## src/avcd_pkg.sv

```systemverilog
// avcd_pkg: shared types, constants and helpers for the start-code codec probe
package avcd_pkg;

  localparam int POS_BITS     = 24;
  localparam int OUT_POS_BITS = 24;
  localparam logic [POS_BITS-1:0] POS_MAX = {POS_BITS{1'b1}};

  localparam logic [1:0] CODEC_NONE = 2'd0;
  localparam logic [1:0] CODEC_HEVC = 2'd1;
  localparam logic [1:0] CODEC_AVC  = 2'd2;
  localparam logic [1:0] CODEC_MPEG = 2'd3;

  localparam logic [7:0] MPEG_SEQ_HDR  = 8'hB3;
  localparam logic [7:0] MPEG_EXT      = 8'hB5;
  localparam logic [7:0] MPEG_GOP      = 8'hB8;
  localparam logic [4:0] AVC_SPS       = 5'd7;
  localparam logic [4:0] AVC_PPS       = 5'd8;
  localparam logic [4:0] AVC_IDR       = 5'd5;
  localparam logic [5:0] HEVC_VPS      = 6'd32;
  localparam logic [5:0] HEVC_PPS      = 6'd34;
  localparam logic [5:0] HEVC_IDR_W    = 6'd19;
  localparam logic [5:0] HEVC_CRA      = 6'd21;
  localparam logic [POS_BITS-1:0] MIN_LAST_POS = POS_BITS'(5);

  typedef struct packed {
    logic [3:0]          hevc_mask;
    logic [2:0]          avc_mask;
    logic [2:0]          mpeg_mask;
    logic [POS_BITS-1:0] hevc_position;
    logic [POS_BITS-1:0] avc_position;
    logic [POS_BITS-1:0] mpeg_position;
    logic [POS_BITS-1:0] pos;
  } evidence_t;

  function automatic logic [2:0] count4(input logic [3:0] m);
    count4 = 3'(m[0]) + 3'(m[1]) + 3'(m[2]) + 3'(m[3]);
  endfunction

endpackage

```

## src/avcd_scan.sv

```systemverilog
// avcd_scan: start-code tracking and per-codec evidence state
module avcd_scan import avcd_pkg::*; (
  input  logic      clk,
  input  logic      rst,
  input  logic      step,
  input  logic [7:0] data_byte,
  input  logic      is_last,
  output evidence_t evid
);

  logic [1:0]          zero_run, zero_run_next;
  logic [POS_BITS-1:0] byte_position, byte_position_next;
  logic                header_next, header_next_next;
  logic [POS_BITS-1:0] pending_start, pending_start_next;
  logic                hevc_pending, hevc_pending_next;
  logic [7:0]          hevc_first_header, hevc_first_header_next;
  logic [3:0]          hevc_mask, hevc_mask_next;
  logic [2:0]          avc_mask, avc_mask_next;
  logic [2:0]          mpeg_mask, mpeg_mask_next;
  logic [POS_BITS-1:0] hevc_position, hevc_position_next;
  logic [POS_BITS-1:0] avc_position, avc_position_next;
  logic [POS_BITS-1:0] mpeg_position, mpeg_position_next;
  logic                scan_done, scan_done_next;

  logic [5:0]          kind;
  logic [3:0]          hevc_bit;
  logic [2:0]          mpeg_bit;
  logic [2:0]          avc_bit;
  logic [POS_BITS-1:0] back;

  always_comb begin
    zero_run_next          = zero_run;
    header_next_next       = header_next;
    pending_start_next     = pending_start;
    hevc_pending_next      = hevc_pending;
    hevc_first_header_next = hevc_first_header;
    hevc_mask_next         = hevc_mask;
    avc_mask_next          = avc_mask;
    mpeg_mask_next         = mpeg_mask;
    hevc_position_next     = hevc_position;
    avc_position_next      = avc_position;
    mpeg_position_next     = mpeg_position;
    scan_done_next         = scan_done;
    kind     = hevc_first_header[6:1];
    hevc_bit = 4'd0;
    mpeg_bit = 3'd0;
    avc_bit  = 3'd0;
    back     = (zero_run == 2'd3) ? POS_BITS'(3) : POS_BITS'(2);

    if (!scan_done) begin
      // second header byte of an hevc unit
      if (hevc_pending) begin
        hevc_pending_next = 1'b0;
        if (data_byte[2:0] != 3'd0 && !hevc_first_header[0] && data_byte[7:3] == 5'd0) begin
          if (kind >= HEVC_VPS && kind <= HEVC_PPS) begin
            hevc_bit = 4'(1) << (kind - HEVC_VPS);
          end else if (kind >= HEVC_IDR_W && kind <= HEVC_CRA && hevc_mask[2:0] != 3'd0) begin
            hevc_bit = 4'b1000;
          end
          if (hevc_bit != 4'd0) begin
            hevc_mask_next     = hevc_mask | hevc_bit;
            hevc_position_next = pending_start;
          end
        end
      end
      // first header byte after a start code
      if (header_next) begin
        header_next_next = 1'b0;
        if (data_byte == MPEG_SEQ_HDR) mpeg_bit = 3'b001;
        else if (data_byte == MPEG_EXT) mpeg_bit = 3'b010;
        else if (data_byte == MPEG_GOP) mpeg_bit = 3'b100;
        if (mpeg_bit != 3'd0) begin
          mpeg_mask_next     = mpeg_mask | mpeg_bit;
          mpeg_position_next = pending_start;
          if (mpeg_mask_next[0] && mpeg_mask_next[2:1] != 2'd0) begin
            scan_done_next = 1'b1;
          end
        end
        if (!scan_done_next && !data_byte[7]) begin
          hevc_pending_next      = 1'b1;
          hevc_first_header_next = data_byte;
          if (data_byte[6:5] != 2'd0) begin
            if (data_byte[4:0] == AVC_SPS) avc_bit = 3'b001;
            else if (data_byte[4:0] == AVC_PPS) avc_bit = 3'b010;
            else if (data_byte[4:0] == AVC_IDR) avc_bit = 3'b100;
            if (avc_bit != 3'd0) begin
              avc_mask_next     = avc_mask | avc_bit;
              avc_position_next = pending_start;
            end
          end
        end
      end
      // zero run and start code search
      if (!scan_done_next) begin
        if (data_byte == 8'd0) begin
          if (zero_run != 2'd3) zero_run_next = zero_run + 2'd1;
        end else begin
          if (data_byte == 8'd1 && zero_run >= 2'd2) begin
            pending_start_next = (byte_position >= back) ? byte_position - back : '0;
            header_next_next   = 1'b1;
          end
          zero_run_next = 2'd0;
        end
      end
    end
    byte_position_next = (byte_position != POS_MAX) ? byte_position + POS_BITS'(1)
                                                     : byte_position;
  end

  always_comb begin
    evid.hevc_mask     = hevc_mask_next;
    evid.avc_mask      = avc_mask_next;
    evid.mpeg_mask     = mpeg_mask_next;
    evid.hevc_position = hevc_position_next;
    evid.avc_position  = avc_position_next;
    evid.mpeg_position = mpeg_position_next;
    evid.pos           = byte_position;
  end

  always_ff @(posedge clk) begin
    if (rst || (step && is_last)) begin
      zero_run          <= 2'd0;
      byte_position     <= '0;
      header_next       <= 1'b0;
      pending_start     <= '0;
      hevc_pending      <= 1'b0;
      hevc_first_header <= 8'd0;
      hevc_mask         <= 4'd0;
      avc_mask          <= 3'd0;
      mpeg_mask         <= 3'd0;
      hevc_position     <= '0;
      avc_position      <= '0;
      mpeg_position     <= '0;
      scan_done         <= 1'b0;
    end else if (step) begin
      zero_run          <= zero_run_next;
      byte_position     <= byte_position_next;
      header_next       <= header_next_next;
      pending_start     <= pending_start_next;
      hevc_pending      <= hevc_pending_next;
      hevc_first_header <= hevc_first_header_next;
      hevc_mask         <= hevc_mask_next;
      avc_mask          <= avc_mask_next;
      mpeg_mask         <= mpeg_mask_next;
      hevc_position     <= hevc_position_next;
      avc_position      <= avc_position_next;
      mpeg_position     <= mpeg_position_next;
      scan_done         <= scan_done_next;
    end
  end

endmodule

```

## src/avcd_verdict.sv

```systemverilog
// avcd_verdict: picks the winning codec from the evidence masks
module avcd_verdict import avcd_pkg::*; (
  input  evidence_t           evid,
  output logic [1:0]          codec,
  output logic [2:0]          distinct_types,
  output logic [POS_BITS-1:0] winner_position
);

  logic       mok, hok, aok;
  logic [2:0] hh, hp, ah, mh;

  always_comb begin
    mok = evid.mpeg_mask[0] && evid.mpeg_mask[2:1] != 2'd0;
    hh  = count4(evid.hevc_mask);
    hp  = count4({1'b0, evid.hevc_mask[2:0]});
    ah  = count4({1'b0, evid.avc_mask});
    mh  = count4({1'b0, evid.mpeg_mask});
    hok = hh >= 3'd2 && (evid.hevc_mask[0] || hp >= 3'd2) && !mok;
    aok = ah >= 3'd2 && !mok;

    codec           = CODEC_NONE;
    distinct_types  = 3'd0;
    winner_position = '0;
    if (evid.pos >= MIN_LAST_POS) begin
      if (hok) begin
        codec           = CODEC_HEVC;
        distinct_types  = hh;
        winner_position = evid.hevc_position;
      end
      if (aok && (codec == CODEC_NONE || ah > distinct_types ||
                  (ah == distinct_types && evid.avc_position > winner_position))) begin
        codec           = CODEC_AVC;
        distinct_types  = ah;
        winner_position = evid.avc_position;
      end
      if (mok && (codec == CODEC_NONE || mh > distinct_types ||
                  (mh == distinct_types && evid.mpeg_position > winner_position))) begin
        codec           = CODEC_MPEG;
        distinct_types  = mh;
        winner_position = evid.mpeg_position;
      end
    end
  end

endmodule

```

## src/annexb_video_codec_detect_core.sv

```systemverilog
// annexb_video_codec_detect_core: top level of the annex-b start-code codec probe
//
//  channel   handshake                     payload
//  bytes     byte_valid / byte_stall       data_byte, is_last
//  verdict   verdict_valid / verdict_stall codec, distinct_types, winner_position
//
// one byte per cycle while no last byte waits: a transfer lands in the input register,
// a step then scans it and updates the evidence state, and a last byte's step
// also loads the verdict register, which drives verdict_valid and the payload.
// only a last byte can wait, while a previous verdict is held by verdict_stall.
// rst is synchronous and clears all control and evidence state; after each
// verdict the scan state returns to reset for the next buffer.
module annexb_video_codec_detect_core import avcd_pkg::*; (
  input  logic                    clk,
  input  logic                    rst,
  input  logic                    byte_valid,
  output logic                    byte_stall,
  input  logic [7:0]              data_byte,
  input  logic                    is_last,
  output logic                    verdict_valid,
  input  logic                    verdict_stall,
  output logic [1:0]              codec,
  output logic [2:0]              distinct_types,
  output logic [OUT_POS_BITS-1:0] winner_position
);

  logic                in_full;
  logic [7:0]          in_byte;
  logic                in_last;
  logic                step;
  evidence_t           evid;
  logic [1:0]          v_codec;
  logic [2:0]          v_types;
  logic [POS_BITS-1:0] v_pos;

  assign step       = in_full && (!in_last || !verdict_valid || !verdict_stall);
  assign byte_stall = in_full && !step;

  always_ff @(posedge clk) begin
    if (rst) begin
      in_full <= 1'b0;
    end else if (byte_valid && !byte_stall) begin
      in_full <= 1'b1;
    end else if (step) begin
      in_full <= 1'b0;
    end
  end

  always_ff @(posedge clk) begin
    if (byte_valid && !byte_stall) begin
      in_byte <= data_byte;
      in_last <= is_last;
    end
  end

  avcd_scan u_scan (
    .clk       (clk),
    .rst       (rst),
    .step      (step),
    .data_byte (in_byte),
    .is_last   (in_last),
    .evid      (evid)
  );

  avcd_verdict u_verdict (
    .evid            (evid),
    .codec           (v_codec),
    .distinct_types  (v_types),
    .winner_position (v_pos)
  );

  always_ff @(posedge clk) begin
    if (rst) begin
      verdict_valid <= 1'b0;
    end else if (step && in_last) begin
      verdict_valid <= 1'b1;
    end else if (!verdict_stall) begin
      verdict_valid <= 1'b0;
    end
  end

  always_ff @(posedge clk) begin
    if (step && in_last) begin
      codec           <= v_codec;
      distinct_types  <= v_types;
      winner_position <= OUT_POS_BITS'(v_pos);
    end
  end

endmodule

```

## config.mk

```make
export PLATFORM = sky130hd
export DESIGN_NAME = annexb_video_codec_detect_core
export DESIGN_NICKNAME = d
export VERILOG_FILES = /design/src/avcd_pkg.sv /design/src/avcd_scan.sv /design/src/avcd_verdict.sv /design/src/annexb_video_codec_detect_core.sv
export SDC_FILE = /design/constraint.sdc
export NUM_CORES = 1
export LEC_CHECK = 0
export BUFFER_PORTS_ARGS = -buffer_cell sky130_fd_sc_hd__buf_2
export CAP_MARGIN = 30
export CORE_UTILIZATION = 51
export CTS_BUF_LIST = sky130_fd_sc_hd__clkbuf_16
export CTS_CLUSTER_SIZE = 14
export DETAILED_ROUTE_END_ITERATION = 10
export PLACE_DENSITY = 0.75
export SLEW_MARGIN = 10
export SYNTH_ARGS = -nofsm -noshare
export SYNTH_HDL_FRONTEND = slang
export SYNTH_SLANG_ARGS = --single-unit
```

## constraint.sdc

```tcl
create_clock -name clk -period 7.7 [get_ports clk]
set_input_delay 1.54 -clock clk [delete_from_list [all_inputs] [get_ports clk]]
set_output_delay 1.54 -clock clk [all_outputs]
set_load 0.02 [all_outputs]
```

==> impl_metrics.yaml, run 1 <==
run_status:
  status: "finished clean"
worst_setup_path:
  start_kind: "flip-flop"
  cp_data_required_time_ps: 7890
  crit_arrival_ps: 6810
  crit_fanout: 28
  max_stage_delay_ps: 920
  critical_path_class: "flip-flop to flip-flop"
  crit_slowest_cell: "or4b_1"
  path_cells: "or4_4, or4b_1, nor3_1, a21o_1, fa_1, ha_1, inv_1, ha_1, inv_1, nand3_2, a21oi_1, inv_1, ha_1, nand3_1, nor4_1, nor3b_1, o31a_1, o21ai_2, and2_2, o311ai_0"
  crit_path_end_kind: "flip-flop"
yosys:
  synth_area_um2: 9910
  synth.distinct_cells: 62
  syn-num-nets: 1249
  synth_area_per_cell_um2: 8.33
  synth_top_area_cell: "dfxtp_1"
  syn_inst: 1190
  synth.most_common_cell: "nor2_1"
  synth_edf_count: 38
  synth_common_cells: "nor2_1 (160), dfxtp_1 (144), nand2_1 (104), a21oi_1 (94), clkbuf_1 (78)"
  synthFlopType: "dfxtp_1"
  async_flop_share_pct: 0
  yosys-top-cells-area: "dfxtp_1 (29%), edfxtp_1 (12%), nor2_1 (6.1%)"
  ys_ff_latch: 182
  synth_warnings: 0
  yosys.area.top_type_share_pct: 29.1
  yosysSeqAreaShare_pct: 40.6
clock_network:
  postCtsHoldBufs: 0
  cts_tree: "yes"
  numCtsBuffers: 17
  cts_root_buffer: "clkbuf_16"
  post_cts_resize_count: 0
  post_cts_buffers: 0
  htree_levels: 4
  cts_buffer_depth: 2
  clkTransAtPathRegs_ps: 70
  clkLatencyLatePin_ps: 440
  cts.sinks: 182
floorplanning:
  ios: 44
  die_area_um2: 20000
  fp.coreArea_um2: 18900
  die_h_um: 141
  initial_core_util_pct: 52.5
  die_w_um: 141
  core.rowCount: 50
flow_run:
  maxCapViolations: 0
power:
  p_leak_uw: 0.00431
  powerDensity_nw_per_um2: 186
  ir_worst_vdd_uv: 148
global_route:
  grt_first_pass_wirelength_um: 40000
  grt.total_usage_pct: 25.2
  grt.overflow.total: 0
  grt_pass1_vias: 7886
  grt_antenna_before_repair: 0
  grt_max_degree: 85
route:
  top_layer: "met4"
  ant_nets: 0
  avgViaCountPerCell: 5.83
  drtIter0Drc: 668
  firstDrtPassIters: 5
  wl_met1_um: 10800
  wirelength_um: 24200
  drc_errors: 0
  wl_met3_um: 1540
  vias: 8468
  wl_met2_um: 11400
  post_drt_wl_per_cell_um: 16.7
finish:
  final_area_um2: 10900
  drive_gt1_share_pct: 11.2
  n_fill_cell: 1704
  syn_to_final_growth_pct: 9.49
  nets: 1238
  multi_input_area_um2: 5260
  regArea_um2: 4020
  antennaDiodeCount: 0
sta:
  fin_crit_sh_pct: 86.0
  max_freq_mhz: 151
  setup_viol: 0
  final_max_slew_viol_count: 0
  finClkSkew_ps: 13.6
  slew_headroom_pct: 39.3
  tns_ps: 0
  tightest_slew_ps: 908
  period_minus_slack_ps: 6620
  hold_viol: 0
  rsz0062_at_grt: "no"
placed_design:
  hpwl_um: 16500
  gp_congestion: 0.940
  io_buffers: 43
  place_area_um2: 10300
min_path:
  hold_path.class: "flip-flop to flip-flop"
[cell type report]
cell class	instances	share of cell area, %
inverter	74	2.56
clock inverter	12	0.876
timing repair buffer	61	3.39
sequential	182	37.1
clock buffer	20	4.61
multi-input combinational	843	48.5
tap	260	3.00
[critical path, delay by kind of cell (launching register included)]
kind                     cells  cell delay [ps]
AO/OA/AOI/OAI                5             1340
adder cells (fa/ha/maj)      4              790
buffers and inverters        3              250
flip-flops                   1              440
AND/OR/NAND/NOR              8             3530
[metal layers]
layer,up-vias,GRT usage (%)
met2,271,41.8
met1,3978,33.2
met5,-,0
met3,47,4.79
met4,0,8.15
li1,4172,-
[state kept, by name, summed over array words and instances, names as in the netlist, 2 cells and up]
name,cells
codec,2
distinct_types,3
in_byte,8
u_scan.avc_mask,3
u_scan.avc_position,24
u_scan.byte_position,24
u_scan.hevc_first_header,7
u_scan.hevc_mask,4
u_scan.hevc_position,24
u_scan.mpeg_mask,3
u_scan.mpeg_position,24
u_scan.pending_start,24
u_scan.zero_run,2
winner_position,24
[power by group]
group          internal (µW)  switching [µW]  leakage [µW]  total [µW]
sequential               992            13.4       0.00157        1010
clock                    501             380      0.000300         880
combinational           49.0            84.3       0.00243         133
total                   1540             477       0.00431        2020
[cells by family (layout without fill, tap and decap cells)]
group | after synthesis | in the layout | share of synthesized area [%]
adder cells (fa/ha/maj) | 46 | 46 | 6.03
AO/OA/AOI/OAI | 229 | 229 | 14.6
buffers and inverters | 165 | 167 | 6.73
XOR/XNOR | 38 | 38 | 3.36
flip-flops | 182 | 182 | 40.6
multiplexers | 58 | 58 | 6.17
AND/OR/NAND/NOR | 472 | 472 | 22.6
[cells in the final DEF, fill, tap and decap left out, types with 36 or more instances in the layout]
cell	synthesis	final
a21oi_1	94	94
buf_2	5	44
dfxtp_1	144	144
edfxtp_1	38	38
ha_1	43	43
inv_1	74	76
nand2_1	104	104
nand3_1	40	40
nor2_1	160	160
nor3_1	65	63
o21ai_0	37	36
[stage by stage]
step	total power (µW)	hold slack (ps)	cells	setup slack (ps)	util (%)
after floorplan	1120	433	1190	2240	-
after global placement	1160	439	1417	1530	54.1
after detailed placement	1160	443	1419	1130	54.3
after CTS	2030	452	1451	1110	57.4
after global routing	2090	466	1452	527	57.5
final	2020	453	1452	1080	57.5
[worst paths after layout]
kind / startpoint / to / slack, ps / cells past startpoint
max: in_byte[4] / winner_position[15] / 1080 / 20
min: u_scan.hevc_position[15] / u_scan.hevc_position[15] / 450 / 2
max reg2reg: in_byte[4] / winner_position[15] / 1080 / 20
min reg2reg: u_scan.hevc_position[15] / u_scan.hevc_position[15] / 450 / 2
Power figures use the tool's default switching activity.
==> run 2: changes to the inputs <==
--- a/config.mk
+++ b/config.mk
@@ -7,11 +7,11 @@
 export LEC_CHECK = 0
 export BUFFER_PORTS_ARGS = -buffer_cell sky130_fd_sc_hd__buf_2
 export CAP_MARGIN = 30
-export CORE_UTILIZATION = 51
+export CORE_UTILIZATION = 54
 export CTS_BUF_LIST = sky130_fd_sc_hd__clkbuf_16
 export CTS_CLUSTER_SIZE = 14
 export DETAILED_ROUTE_END_ITERATION = 10
-export PLACE_DENSITY = 0.75
+export PLACE_DENSITY = 0.78
 export SLEW_MARGIN = 10
 export SYNTH_ARGS = -nofsm -noshare
 export SYNTH_HDL_FRONTEND = slang
==> run 2 against run 1 <==
Register-to-register slack about the same. Combinational power is essentially flat. Critical path depth is the same. Final area shrank 0.67%. Cell count shrank 2.1%. Largest power group unchanged.
==> impl_metrics.yaml, run 2 (synthesis results as in run 1) <==
run_status:
  status: "finished clean"
clock_network:
  cts.sinks: 182
  htree_levels: 4
  cts_tree: "yes"
  post_cts_buffers: 0
  postCtsHoldBufs: 0
  post_cts_resize_count: 0
  numCtsBuffers: 17
  cts_root_buffer: "clkbuf_16"
  clkTransAtPathRegs_ps: 70
  clkLatencyLatePin_ps: 440
  cts_buffer_depth: 2
global_route:
  grt.overflow.total: 0
  grt.total_usage_pct: 27.2
  grt_pass1_vias: 7946
  grt_max_degree: 87
  grt_first_pass_wirelength_um: 39800
  grt_antenna_before_repair: 0
finish:
  n_fill_cell: 1570
  drive_gt1_share_pct: 11.4
  antennaDiodeCount: 0
  regArea_um2: 4020
  final_common_cell: "nor2_1"
  multi_input_area_um2: 5260
  nets: 1238
  layout_common_cells: "nor2_1 (160), dfxtp_1 (144), nand2_1 (104)"
  syn_to_final_growth_pct: 8.76
flow_run:
  maxCapViolations: 0
route:
  drtIter0Drc: 656
  vias: 8465
  ant_nets: 0
  post_drt_wl_per_cell_um: 17.2
  wirelength_um: 24400
  drc_errors: 0
  firstDrtPassIters: 6
  avgViaCountPerCell: 5.96
worst_setup_path:
  rr_worst_depth: 20
  critical_path_class: "flip-flop to flip-flop"
  crit_fanout: 28
  start_kind: "flip-flop"
  worstReg2RegStart: "in_byte[4]"
  cp_data_required_time_ps: 7920
  cp-startpoint: "in_byte[4]"
  crit_path_end_kind: "flip-flop"
  path_cells: "or4_4, or4b_1, nor3_1, a21o_1, fa_1, ha_1, inv_1, ha_1, inv_1, nand3_2, a21oi_1, inv_1, ha_1, nand4_1, nor4_1, nor3b_1, o31a_1, o21ai_2, and2_2, o311ai_0"
  max_stage_delay_ps: 920
  cp_num_cells: 20
  crit_slowest_cell: "or4b_1"
  crit_arrival_ps: 6830
  critPathTopFamily: "simple AND/OR/NAND/NOR gates"
  path_buf_inv: 3
power:
  p_int_uw: 1520
  p_sw_share_pct: 24.4
  ir_worst_vdd_uv: 157
  clockPowerShare_pct: 43.3
  power_frac_seq_pct: 49.9
  totalPowerFinal_uw: 2010
  p_sw_uw: 490
  powerDensity_nw_per_um2: 187
  p_leak_uw: 0.00429
  pwr-share-comb_pct: 6.7
floorplanning:
  die_w_um: 137
  core.rowCount: 49
  fp.coreArea_um2: 18000
  ios: 44
  die_area_um2: 18900
  initial_core_util_pct: 55.2
  die_h_um: 137
sta:
  period_minus_slack_ps: 6620
  finClkSkew_ps: 10.2
  hold_viol: 0
  max_freq_mhz: 151
  rsz0062_at_grt: "no"
  final_max_slew_viol_count: 0
  tightest_slew_ps: 942
  setup_viol: 0
  slew_headroom_pct: 37.2
  fin_crit_sh_pct: 85.9
  tns_ps: 0
min_path:
  hold_depth: 2
  hold_start: "u_scan.hevc_position[11]"
  hold_path.class: "flip-flop to flip-flop"
placed_design:
  io_buffers: 43
  gp_congestion: 0.894
  hpwl_um: 16200
[run 2: layout make-up]
| type | count | share of cell area, % |
|---|---|---|
| inverters | 74 | 2.58 |
| multi-input cells | 843 | 48.8 |
| well taps | 229 | 2.66 |
| clock buffers | 17 | 3.95 |
| repair buffers | 61 | 3.25 |
| clock inverters | 15 | 1.43 |
| flip-flops and latches | 182 | 37.3 |
[run 2: path summary, 6_finish.rpt]
check / end / slack [ps]
worst min-delay path: u_scan.hevc_position[11] / 450
worst max register to register: winner_position[6] / 1080
worst max-delay path: winner_position[6] / 1080
worst min register to register: u_scan.hevc_position[11] / 450
[run 2: metal layers]
| metal | GRT usage, % | wire [µm] |
|---|---|---|
| met5 | 0 | 0 |
| met4 | 9.65 | 456 |
| met3 | 6.36 | 1840 |
| met2 | 43.8 | 11300 |
| met1 | 35.4 | 10800 |
[run 2: power groups by stage]
stage          Combinational [µW]  Clock (µW)  Sequential (µW)
2_1_floorplan                99.5           0             1020
3_3_place_gp                  132           0             1030
3_5_place_dp                  134           0             1030
4_1_cts                       135         885             1000
5_1_grt                       151         921             1010
6_report                      135         872             1000
[run 2: through the flow]
| step | instance area, µm² | util, % | hold slack, ps | setup WS, ps | cells |
|---|---|---|---|---|---|
| final | 10800 | 60.0 | 455 | 1080 | 1421 |
| after CTS | 10800 | 60.0 | 455 | 1170 | 1420 |
| after global routing | 10800 | 60.0 | 473 | 549 | 1421 |
| after global placement | 10200 | 56.8 | 439 | 1510 | 1388 |
| after floorplan | 9910 | - | 433 | 2240 | 1190 |
| after detailed placement | 10200 | 56.8 | 445 | 1200 | 1388 |
[run 2: tightest hold or removal path, cell delays in order, from the launching register on]
cell and delay (ps):
dfxtp_1 310, nand2_1 50, a21oi_1 50
